### config.mk
export PLATFORM = sky130hd
export DESIGN_NAME = quadrature_encoder_emulator
export DESIGN_NICKNAME = d
export VERILOG_FILES = /design/src/hw/rtl/qee_pkg.sv /design/src/hw/rtl/quadrature_encoder_emulator.sv /design/src/hw/rtl/qee_accum.sv /design/src/hw/rtl/qee_stepper.sv
export SDC_FILE = /design/constraint.sdc
export NUM_CORES = 1
export LEC_CHECK = 0
export ABC_AREA = 1
export BUFFER_PORTS_ARGS = -buffer_cell sky130_fd_sc_hd__buf_2
export CAP_MARGIN = 20
export CORE_MARGIN = 1.5
export CORE_UTILIZATION = 45
export CTS_BUF_LIST = sky130_fd_sc_hd__clkbuf_4 sky130_fd_sc_hd__clkbuf_8
export CTS_CLUSTER_SIZE = 24
export DETAILED_ROUTE_END_ITERATION = 8
export GPL_TIMING_DRIVEN = 0
export PLACE_DENSITY = 0.66
export REMOVE_ABC_BUFFERS = 1
export SYNTH_ARGS = -nofsm -noshare
export SYNTH_HDL_FRONTEND = slang
export SYNTH_SLANG_ARGS = --single-unit
### constraint.sdc
create_clock -name aclk -period 4.3 [get_ports aclk]
set_input_delay 0.86 -clock aclk [delete_from_list [all_inputs] [get_ports aclk]]
set_output_delay 0.86 -clock aclk [all_outputs]
set_load 0.02 [all_outputs]
### src/hw/rtl/qee_pkg.sv
package qee_pkg;

    // Step counter width; holds any step cap up to 127.
    localparam int CNT_W = 7;

    typedef enum logic [2:0] {
        ST_IDLE,
        ST_DELTA,
        ST_SUM,
        ST_MAG,
        ST_ISSUE
    } state_t;

    typedef struct packed {
        logic             start;
        logic             neg;
        logic [CNT_W-1:0] count;
    } step_cmd_t;

    // Quadrature AB state for a phase: 0,1,2,3 -> 0,1,3,2
    function automatic logic [1:0] gray_of_phase(input logic [1:0] ph);
        logic [1:0] g;
        case (ph)
            2'd0:    g = 2'd0;
            2'd1:    g = 2'd1;
            2'd2:    g = 2'd3;
            default: g = 2'd2;
        endcase
        return g;
    endfunction

endpackage

### src/hw/rtl/quadrature_encoder_emulator.sv
// Quadrature encoder emulator. Each input transaction carries an absolute
// signed angle with FRAC_BITS fraction bits per encoder count; the change from
// the previous angle plus the kept remainder gives a pulse count, truncated
// toward zero, and one Gray-coded AB state is sent per pulse (up to MAX_STEPS,
// tlast on the final one; extra pulses are dropped). No output is sent when the
// count is zero. After the accepting cycle a transaction passes through the
// sequencer states delta, remainder add and magnitude (all on the shared
// adder), then issue, and then emits one step per cycle while the output is
// not stalled; output stalls lengthen the step phase. The next angle is
// accepted once the last step has been loaded into the output register.
module quadrature_encoder_emulator #(
    parameter int MAX_STEPS   = 16,
    parameter int FRAC_BITS   = 8,
    parameter int ANGLE_WIDTH = 24
) (
    input  logic                                aclk,
    input  logic                                aresetn,
    input  logic                                s_tvalid,
    output logic                                s_tready,
    input  logic [((ANGLE_WIDTH+7)/8)*8-1:0]    s_tdata,  // [ANGLE_WIDTH-1:0] angle
    output logic                                m_tvalid,
    input  logic                                m_tready,
    output logic [7:0]                          m_tdata,  // [1:0] gray_state
    output logic                                m_tlast
);
    import qee_pkg::*;

    step_cmd_t  cmd;
    logic       step_busy;
    logic [1:0] gray;

    qee_accum #(
        .MAX_STEPS  (MAX_STEPS),
        .FRAC_BITS  (FRAC_BITS),
        .ANGLE_WIDTH(ANGLE_WIDTH)
    ) u_accum (
        .aclk     (aclk),
        .aresetn  (aresetn),
        .in_valid (s_tvalid),
        .in_ready (s_tready),
        .angle    (s_tdata[ANGLE_WIDTH-1:0]),
        .step_busy(step_busy),
        .cmd      (cmd)
    );

    qee_stepper u_stepper (
        .aclk     (aclk),
        .aresetn  (aresetn),
        .cmd      (cmd),
        .busy     (step_busy),
        .out_valid(m_tvalid),
        .out_ready(m_tready),
        .out_gray (gray),
        .out_last (m_tlast)
    );

    assign m_tdata = {6'b0, gray};

endmodule

### src/hw/rtl/qee_accum.sv
module qee_accum #(
    parameter int MAX_STEPS   = 16,
    parameter int FRAC_BITS   = 8,
    parameter int ANGLE_WIDTH = 24
) (
    input  logic                   aclk,
    input  logic                   aresetn,
    input  logic                   in_valid,
    output logic                   in_ready,
    input  logic [ANGLE_WIDTH-1:0] angle,
    input  logic                   step_busy,
    output qee_pkg::step_cmd_t     cmd
);
    import qee_pkg::*;

    localparam int SW = ANGLE_WIDTH + 2;
    localparam logic [SW-1:0] FRAC_MASK = SW'((64'd1 << FRAC_BITS) - 64'd1);
    localparam logic [SW-1:0] MAX_SW    = SW'(MAX_STEPS);

    state_t state_reg, state_next;

    logic [ANGLE_WIDTH-1:0] angle_reg;
    logic [ANGLE_WIDTH-1:0] prev_reg;
    logic [ANGLE_WIDTH:0]   frac_reg;
    logic [SW-1:0]          acc_reg;
    logic                   neg_reg;

    // shared adder
    logic [SW-1:0] op_a, op_b, sum;
    logic          cin;
    logic          acc_en;

    logic [SW-1:0] pulses, left, left_neg;
    logic [CNT_W-1:0] count;

    assign sum = op_a + op_b + SW'(cin);

    assign pulses   = acc_reg >> FRAC_BITS;
    assign left     = acc_reg & FRAC_MASK;
    assign left_neg = ~left + SW'(1);
    assign count    = (pulses < MAX_SW) ? pulses[CNT_W-1:0] : CNT_W'(MAX_STEPS);

    always_comb begin
        state_next = state_reg;
        unique case (state_reg)
            ST_IDLE:  if (in_valid && in_ready) state_next = ST_DELTA;
            ST_DELTA: state_next = ST_SUM;
            ST_SUM:   state_next = ST_MAG;
            ST_MAG:   state_next = ST_ISSUE;
            ST_ISSUE: state_next = ST_IDLE;
            default:  state_next = ST_IDLE;
        endcase
    end

    always_comb begin
        in_ready  = 1'b0;
        op_a      = acc_reg;
        op_b      = '0;
        cin       = 1'b0;
        acc_en    = 1'b0;
        cmd.start = 1'b0;
        cmd.neg   = neg_reg;
        cmd.count = count;
        unique case (state_reg)
            ST_IDLE:  in_ready = !step_busy;
            ST_DELTA: begin
                // angle - previous angle
                op_a   = {{2{angle_reg[ANGLE_WIDTH-1]}}, angle_reg};
                op_b   = ~{{2{prev_reg[ANGLE_WIDTH-1]}}, prev_reg};
                cin    = 1'b1;
                acc_en = 1'b1;
            end
            ST_SUM: begin
                op_b   = {frac_reg[ANGLE_WIDTH], frac_reg};
                acc_en = 1'b1;
            end
            ST_MAG: begin
                if (acc_reg[SW-1]) begin
                    op_a = ~acc_reg;
                    cin  = 1'b1;
                end
                acc_en = 1'b1;
            end
            ST_ISSUE: cmd.start = (pulses != '0);
            default: ;
        endcase
    end

    always_ff @(posedge aclk) begin
        if (!aresetn) begin
            state_reg <= ST_IDLE;
            prev_reg  <= '0;
            frac_reg  <= '0;
            neg_reg   <= 1'b0;
        end else begin
            state_reg <= state_next;
            if (state_reg == ST_DELTA) prev_reg <= angle_reg;
            if (state_reg == ST_MAG) neg_reg <= acc_reg[SW-1];
            if (state_reg == ST_ISSUE)
                frac_reg <= neg_reg ? left_neg[ANGLE_WIDTH:0] : left[ANGLE_WIDTH:0];
        end
    end

    always_ff @(posedge aclk) begin
        if (in_valid && in_ready) angle_reg <= angle;
        if (acc_en) acc_reg <= sum;
    end

    a_ready_idle: assert property (@(posedge aclk) disable iff (!aresetn)
        in_ready |-> (state_reg == ST_IDLE && !step_busy))
        else $error("ready outside idle");

    a_issue_after_mag: assert property (@(posedge aclk) disable iff (!aresetn)
        cmd.start |-> ($past(state_reg) == ST_MAG && cmd.count != '0))
        else $error("bad step command");

    a_frac_small: assert property (@(posedge aclk) disable iff (!aresetn)
        (state_reg == ST_IDLE) |-> ((neg_reg ? (~frac_reg + 1'b1) : frac_reg)
            <= (ANGLE_WIDTH+1)'(FRAC_MASK)))
        else $error("remainder out of range");

endmodule

### src/hw/rtl/qee_stepper.sv
module qee_stepper (
    input  logic               aclk,
    input  logic               aresetn,
    input  qee_pkg::step_cmd_t cmd,
    output logic               busy,
    output logic               out_valid,
    input  logic               out_ready,
    output logic [1:0]         out_gray,
    output logic               out_last
);
    import qee_pkg::*;

    logic [CNT_W-1:0] count_reg;
    logic             neg_reg;
    logic [1:0]       phase_reg, phase_next;
    logic             valid_reg;
    logic [1:0]       gray_reg;
    logic             last_reg;
    logic             advance;

    assign busy       = (count_reg != '0);
    assign advance    = busy && (!valid_reg || out_ready);
    assign phase_next = neg_reg ? phase_reg - 2'd1 : phase_reg + 2'd1;

    assign out_valid = valid_reg;
    assign out_gray  = gray_reg;
    assign out_last  = last_reg;

    always_ff @(posedge aclk) begin
        if (!aresetn) begin
            count_reg <= '0;
            neg_reg   <= 1'b0;
            phase_reg <= '0;
            valid_reg <= 1'b0;
        end else begin
            if (cmd.start && !busy) begin
                count_reg <= cmd.count;
                neg_reg   <= cmd.neg;
            end else if (advance) begin
                count_reg <= count_reg - CNT_W'(1);
            end
            if (advance) begin
                phase_reg <= phase_next;
                valid_reg <= 1'b1;
            end else if (out_ready) begin
                valid_reg <= 1'b0;
            end
        end
    end

    always_ff @(posedge aclk) begin
        if (advance) begin
            gray_reg <= gray_of_phase(phase_next);
            last_reg <= (count_reg == CNT_W'(1));
        end
    end

    a_start_idle: assert property (@(posedge aclk) disable iff (!aresetn)
        cmd.start |-> !busy)
        else $error("step command while busy");

    a_last_ends: assert property (@(posedge aclk) disable iff (!aresetn)
        (advance && count_reg == CNT_W'(1)) |=> (!busy && out_valid && out_last))
        else $error("last step mismatch");

    a_one_step: assert property (@(posedge aclk) disable iff (!aresetn)
        advance |=> (phase_reg == $past(phase_reg) + 2'd1
                  || phase_reg == $past(phase_reg) - 2'd1))
        else $error("phase jumped");

endmodule

# Yosys cells after proc, flatten, opt, wreduce, memory -nomap -nowiden
# Cells that the tools add are included.
# word_totals
register_bits	117
latch_bits	0
mem_bits_rw	0
mem_bits_ro	0
word_cells	61
mem_count	0
# op_classes
addsub	6
mul	0
n_div	0
n_lt_le_gt_ge	1
eq_ne	8
n_shift	0
muxes	18
bitwise_logic	3
reduce_logical	13
# op_table
cell	n
26-bit case mux with 2 select lines	2
26-bit inverter	2
26-bit by 1-bit adder with 26-bit output	1
26-bit adder	1
26-bit two-way mux	1
26-bit nonzero test	1
25-bit by 1-bit adder with 25-bit output, second input constant	1
25-bit two-way mux	1
8-bit inverter with 25-bit output	1
7-bit two-way mux	3
18-bit by 5-bit < comparator with 1-bit output, second input constant	1
3-bit case mux with 4 select lines	1
7-bit by 1-bit == test with 1-bit output, second input constant	1
7-bit nonzero test	1
7-bit by 1-bit subtractor with 7-bit output, second input constant	1
3-bit by 2-bit == test with 1-bit output, second input constant	2
1-bit two-way mux	6
2-bit case mux with 3 select lines	1
2-bit nonzero test	2
3-bit by 1-bit == test with 1-bit output, second input constant	1
3-bit == test, second input constant	1
1-bit logical AND	3
3-bit zero test	1
3-bit two-way mux	1
other kinds (11)	12

# Logic depth before layout (Yosys ltp)
# logic_depth
word_depth	6
depth_mapped	19
mapped_depth_nobuf	17

# Cells and area by module
# A second synthesis with hierarchy kept.
# unflattened
hier_cells	897
hier_area_um2	6665.1
# modules_own_cells
module	n_inst	cells_each	area_per_inst_um2	seq_area_each_um2
qee_accum	1	782	5800.6	2362.3
qee_stepper	1	108	815.8	310.3
quadrature_encoder_emulator	1	7	48.8	0.0

# Worst setup path before layout
# OpenSTA, ideal clock, no wires.
# synth_path
path_type	register -> register
startpoint	reg u_accum.state_reg[2]
endpoint	reg u_accum.acc_reg[24] (data pin)
setup_time_ns	0.253
t_arrival_ns	2.653
required_ns	4.047
path_slack_ns	1.394
stages_incl_launch_ff	19
path_buffers	2
synth_period_minus_slack_ns	2.906
path_cell_list	dfxtp_1 > inv_2 > nand2_2 > nor2_4 > inv_1 > buf_2 > buf_2 > o21ai_0 > fa_1 > fa_1 > nand2_1 > nand2_1 > and2_1 > nand2_1 > nand2_1 > nand2_1 > nand3_1 > nand2_1 > nand2_1
# synth_via
elab_chain_cells	4
word_cells_on_any_way	8
cone_classes	add/sub (2); eq/ne (3); mux (3)
# synth_rtl
element	line_no	source
start: declaration	qee_accum.sv:20	state_t state_reg, state_next;
start signal: assignment	qee_accum.sv:96	state_reg <= state_next;
3-bit by 2-bit == test with 1-bit output or 3-bit by 1-bit == test with 1-bit output (tied branches)	qee_accum.sv:64	unique case (state_reg)
26-bit case mux with 2 select lines	qee_accum.sv:64	
26-bit adder	qee_accum.sv:36	assign sum = op_a + op_b + SW'(cin);
26-bit by 1-bit adder with 26-bit output *	qee_accum.sv:36	
named net u_accum.sum[24]	qee_accum.sv:29	logic [SW-1:0] op_a, op_b, sum;
end signal: assignment	qee_accum.sv:106	if (acc_en) acc_reg <= sum;
end: declaration	qee_accum.sv:25	logic [SW-1:0] acc_reg;
# The timed path passes the listed nets; every way through them passes the cells marked *.
# A chain may end at the register's enable or synchronous reset.

# Worst setup path after layout
# layout_path
startpoint	reg u_accum.state_reg[2]
endpoint	reg u_accum.acc_reg[23] (data pin)
# Same word-level chain as after synthesis.

==> metrics.yaml <==
clocking:
  ctsLongestPathBuffers: 2
  clock-sinks: 107
  hold_buffers: 0
  cts.clk_slew.worst_paths_ns: 0.10
  numCtsBuffers: 9
  post_cts_buffers: 0
  root_buffer: "clkbuf_8"
  cts_resized: 0
  cts.htree.levels: 3
  tritoncts: "done"
  insertion_delay_ns: 0.40
sta:
  hold_viol: 0
  fin_ws_ns: 0.387
  max-slew-margin-rel_pct: 31.1
  min_period_ns: 3.91
  rsz0062_at_grt: "false"
  maxSlewViolCount: 0
  setup_viol: 0
  max_slew.worst_pin.slew_ns: 1.03
  clock.fmax_mhz: 256
  period_share_pct: 91.0
  skew_ns: 0.00948
logic_synthesis:
  postSynth.topFlopCell: "dfxtp_1"
  synth-seq-cells: 107
  synth_warnings: 0
  synth_enable_flop_cells: 53
  yosysTopAreaCellShare_pct: 24.8
  synth_top_family_by_area: "simple AND/OR/NAND/NOR gates"
  synth-xor-area-share_pct: 3.96
  synthSimpleGateAreaFrac_pct: 22.5
  synth.largest_area_cell: "edfxtp_1"
  synthMuxAreaShare_pct: 0
  synth_cell_types: 48
  synth_adder_area_share_pct: 6.48
  synth_compound_area_share_pct: 17.4
  yosysSeqAreaShare_pct: 41.7
  syn_area_um2: 6410
  avgSynthCellArea_um2: 7.85
  postSynthCellCount: 817
  yosys-top-cells-area: "edfxtp_1 25%, dfxtp_1 17%, nand2_1 12%"
  synthArstFlopShare_pct: 0
drt:
  drt_iter0_markers: 371
  drt-vias-per-instance: 5.28
  drc_errors: 0
  drt_first_pass_iters: 5
  finalWirelength_mm: 16.1
  vias: 5406
  ant_nets: 0
  avgRoutedWirePerCell_um: 15.7
critical_path:
  crit_path_cell_trace: "inv_2 > nand2_2 > nor2_4 > inv_2 > buf_12 > o21ai_0 > ha_1 > nand3_1 > nand3_1 > nand3_1 > nand2_1 > nand2_1 > nand3_1 > nand2_1 > nand2_1"
  critical_path_peak_fanout: 39
  critical_path_required_ns: 4.44
  r2r-start: "u_accum.state_reg[2]$_SDFFE_PN0P_"
  r2r_slack_ns: 0.39
  r2r_cells: 15
  r2r-end: "u_accum.acc_reg[23]$_DFFE_PP_"
  cp-end-kind: "flip-flop"
  critPathSlowestCell: "nor2_4"
  critPathArrivalTime_ns: 4.06
  cpPeakStageDelay_ns: 0.60
  worstSetupPathType: "flip-flop to flip-flop"
  crit_path_start_kind: "flip-flop"
min_path:
  min_from: "u_accum.prev_reg[8]$_SDFFE_PN0N_"
  whs_path_depth: 2
  min_to: "u_accum.prev_reg[8]$_SDFFE_PN0N_"
  hp-class: "flip-flop to flip-flop"
power:
  power_leakage_nw: 2.95
  powerDensity_nw_per_um2: 884
  p_total_w: 0.00614
  ir_drop_mv: 0.311
cells_and_area:
  antenna_cells: 0
  largest_reg_flops: 26
  area_growth_pct: 8.37
  drive_gt1_share_pct: 9.02
  final_nets: 898
  fillerInstances: 1395
  layout_common_cells: "202 x nand2_1, 87 x a21oi_1, 85 x inv_1"
  final_common_cell: "nand2_1"
  fin_util_pct: 50.1
floorplan:
  start_util_pct: 46.2
  die_area_um2: 15000
  core_area_um2: 13900
  ios: 39
  num_rows: 43
  dieWidth_um: 122
  die_h_um: 122
global_routing:
  grt_usage_pct: 23.3
  antenna_found_initial: 0
  grt_overflow: 0
  grt_pass1_wl_mm: 26.4
  grt_max_degree: 40
  grt_pass1_vias: 5317
flow_run:
  cap_violations: 0
placed_design:
  place_hpwl_mm: 12.0
  place_ws_ns: 0.358
  numPortBuffers: 32
  gp_congestion: 0.921
run_status:
  outcome: "complete, no violations"
-- metal layers --
| metal | routed length, um | GRT usage [%] |
|---|---|---|
| met2 | 7290 | 37.4 |
| met5 | 0 | 0 |
| met4 | 484 | 9.30 |
| met3 | 826 | 4.60 |
| met1 | 7500 | 31.0 |
-- synth_stat cells (8+ instances only) --
cell        n
dfxtp_1    54
clkbuf_1   12
a21oi_1    87
xnor2_1    11
buf_2       8
ha_1       30
xor2_1     18
nor2_1     56
nand2_1   202
a32oi_1    16
o21ai_1     8
o21ai_0    54
inv_1      86
o22ai_1    18
nand4_1    10
edfxtp_1   53
nand3_1    30
-- metrics by stage --
stage               hold WS, ns  TNS, ns  area (um^2)  instances
floorplan                 0.438        0         6270        792
global placement          0.445    -5.00         6660       1004
detailed placement        0.449        0         6750       1007
CTS                       0.464        0         6950       1023
global route              0.493        0         6950       1023
finish                    0.462        0         6950       1023
-- where the power goes --
| group | switching (W) | total, W | internal, W |
|---|---|---|---|
| combinational | 0.00238 | 0.00362 | 0.00124 |
| clock | 0.000346 | 0.000650 | 0.000304 |
| sequential | 0.000279 | 0.00187 | 0.00159 |
-- logic make-up after synthesis --
group	count (synthesis)
AOI/OAI and AO/OA	197
xor gates and xnor gates	29
adders and majority gates	32
buffers and inverters	122
DFF	107
other	1
and+or+nand+nor	329
-- worst max-delay path: cells and delay by family, from the launching register on --
| kind | cells | cell delay (ns) |
|---|---|---|
| compound gates | 1 | 0.43 |
| fa+ha+maj | 1 | 0.33 |
| buf+inv | 3 | 0.84 |
| flops | 1 | 0.35 |
| simple gates | 10 | 1.66 |
-- how the worst max path moves through the flow --
stage | cells past startpoint | from | endpoint
2_1_floorplan | 16 | u_accum.state_reg[2]$_SDFFE_PN0P_ | u_accum.acc_reg[24]$_DFFE_PP_
6_report | 15 | u_accum.state_reg[2]$_SDFFE_PN0P_ | u_accum.acc_reg[23]$_DFFE_PP_
3_5_place_dp | 15 | u_accum.state_reg[2]$_SDFFE_PN0P_ | u_accum.acc_reg[23]$_DFFE_PP_
3_3_place_gp | 14 | u_accum.state_reg[2]$_SDFFE_PN0P_ | u_accum.acc_reg[12]$_DFFE_PP_
5_1_grt | 15 | u_accum.state_reg[2]$_SDFFE_PN0P_ | u_accum.acc_reg[23]$_DFFE_PP_
4_1_cts | 15 | u_accum.state_reg[2]$_SDFFE_PN0P_ | u_accum.acc_reg[23]$_DFFE_PP_
-- layout make-up --
type	instances	area (um^2)	area share (%)
clock buffers	14	161	2.32
clock inverters	2	38.8	0.558
repair buffers	35	235	3.39
multi-input cells	593	3270	47.0
flip-flops and latches	107	2670	38.5
inverters	92	348	5.01
well taps	180	225	3.24
(Power assumes the default switching activity.)
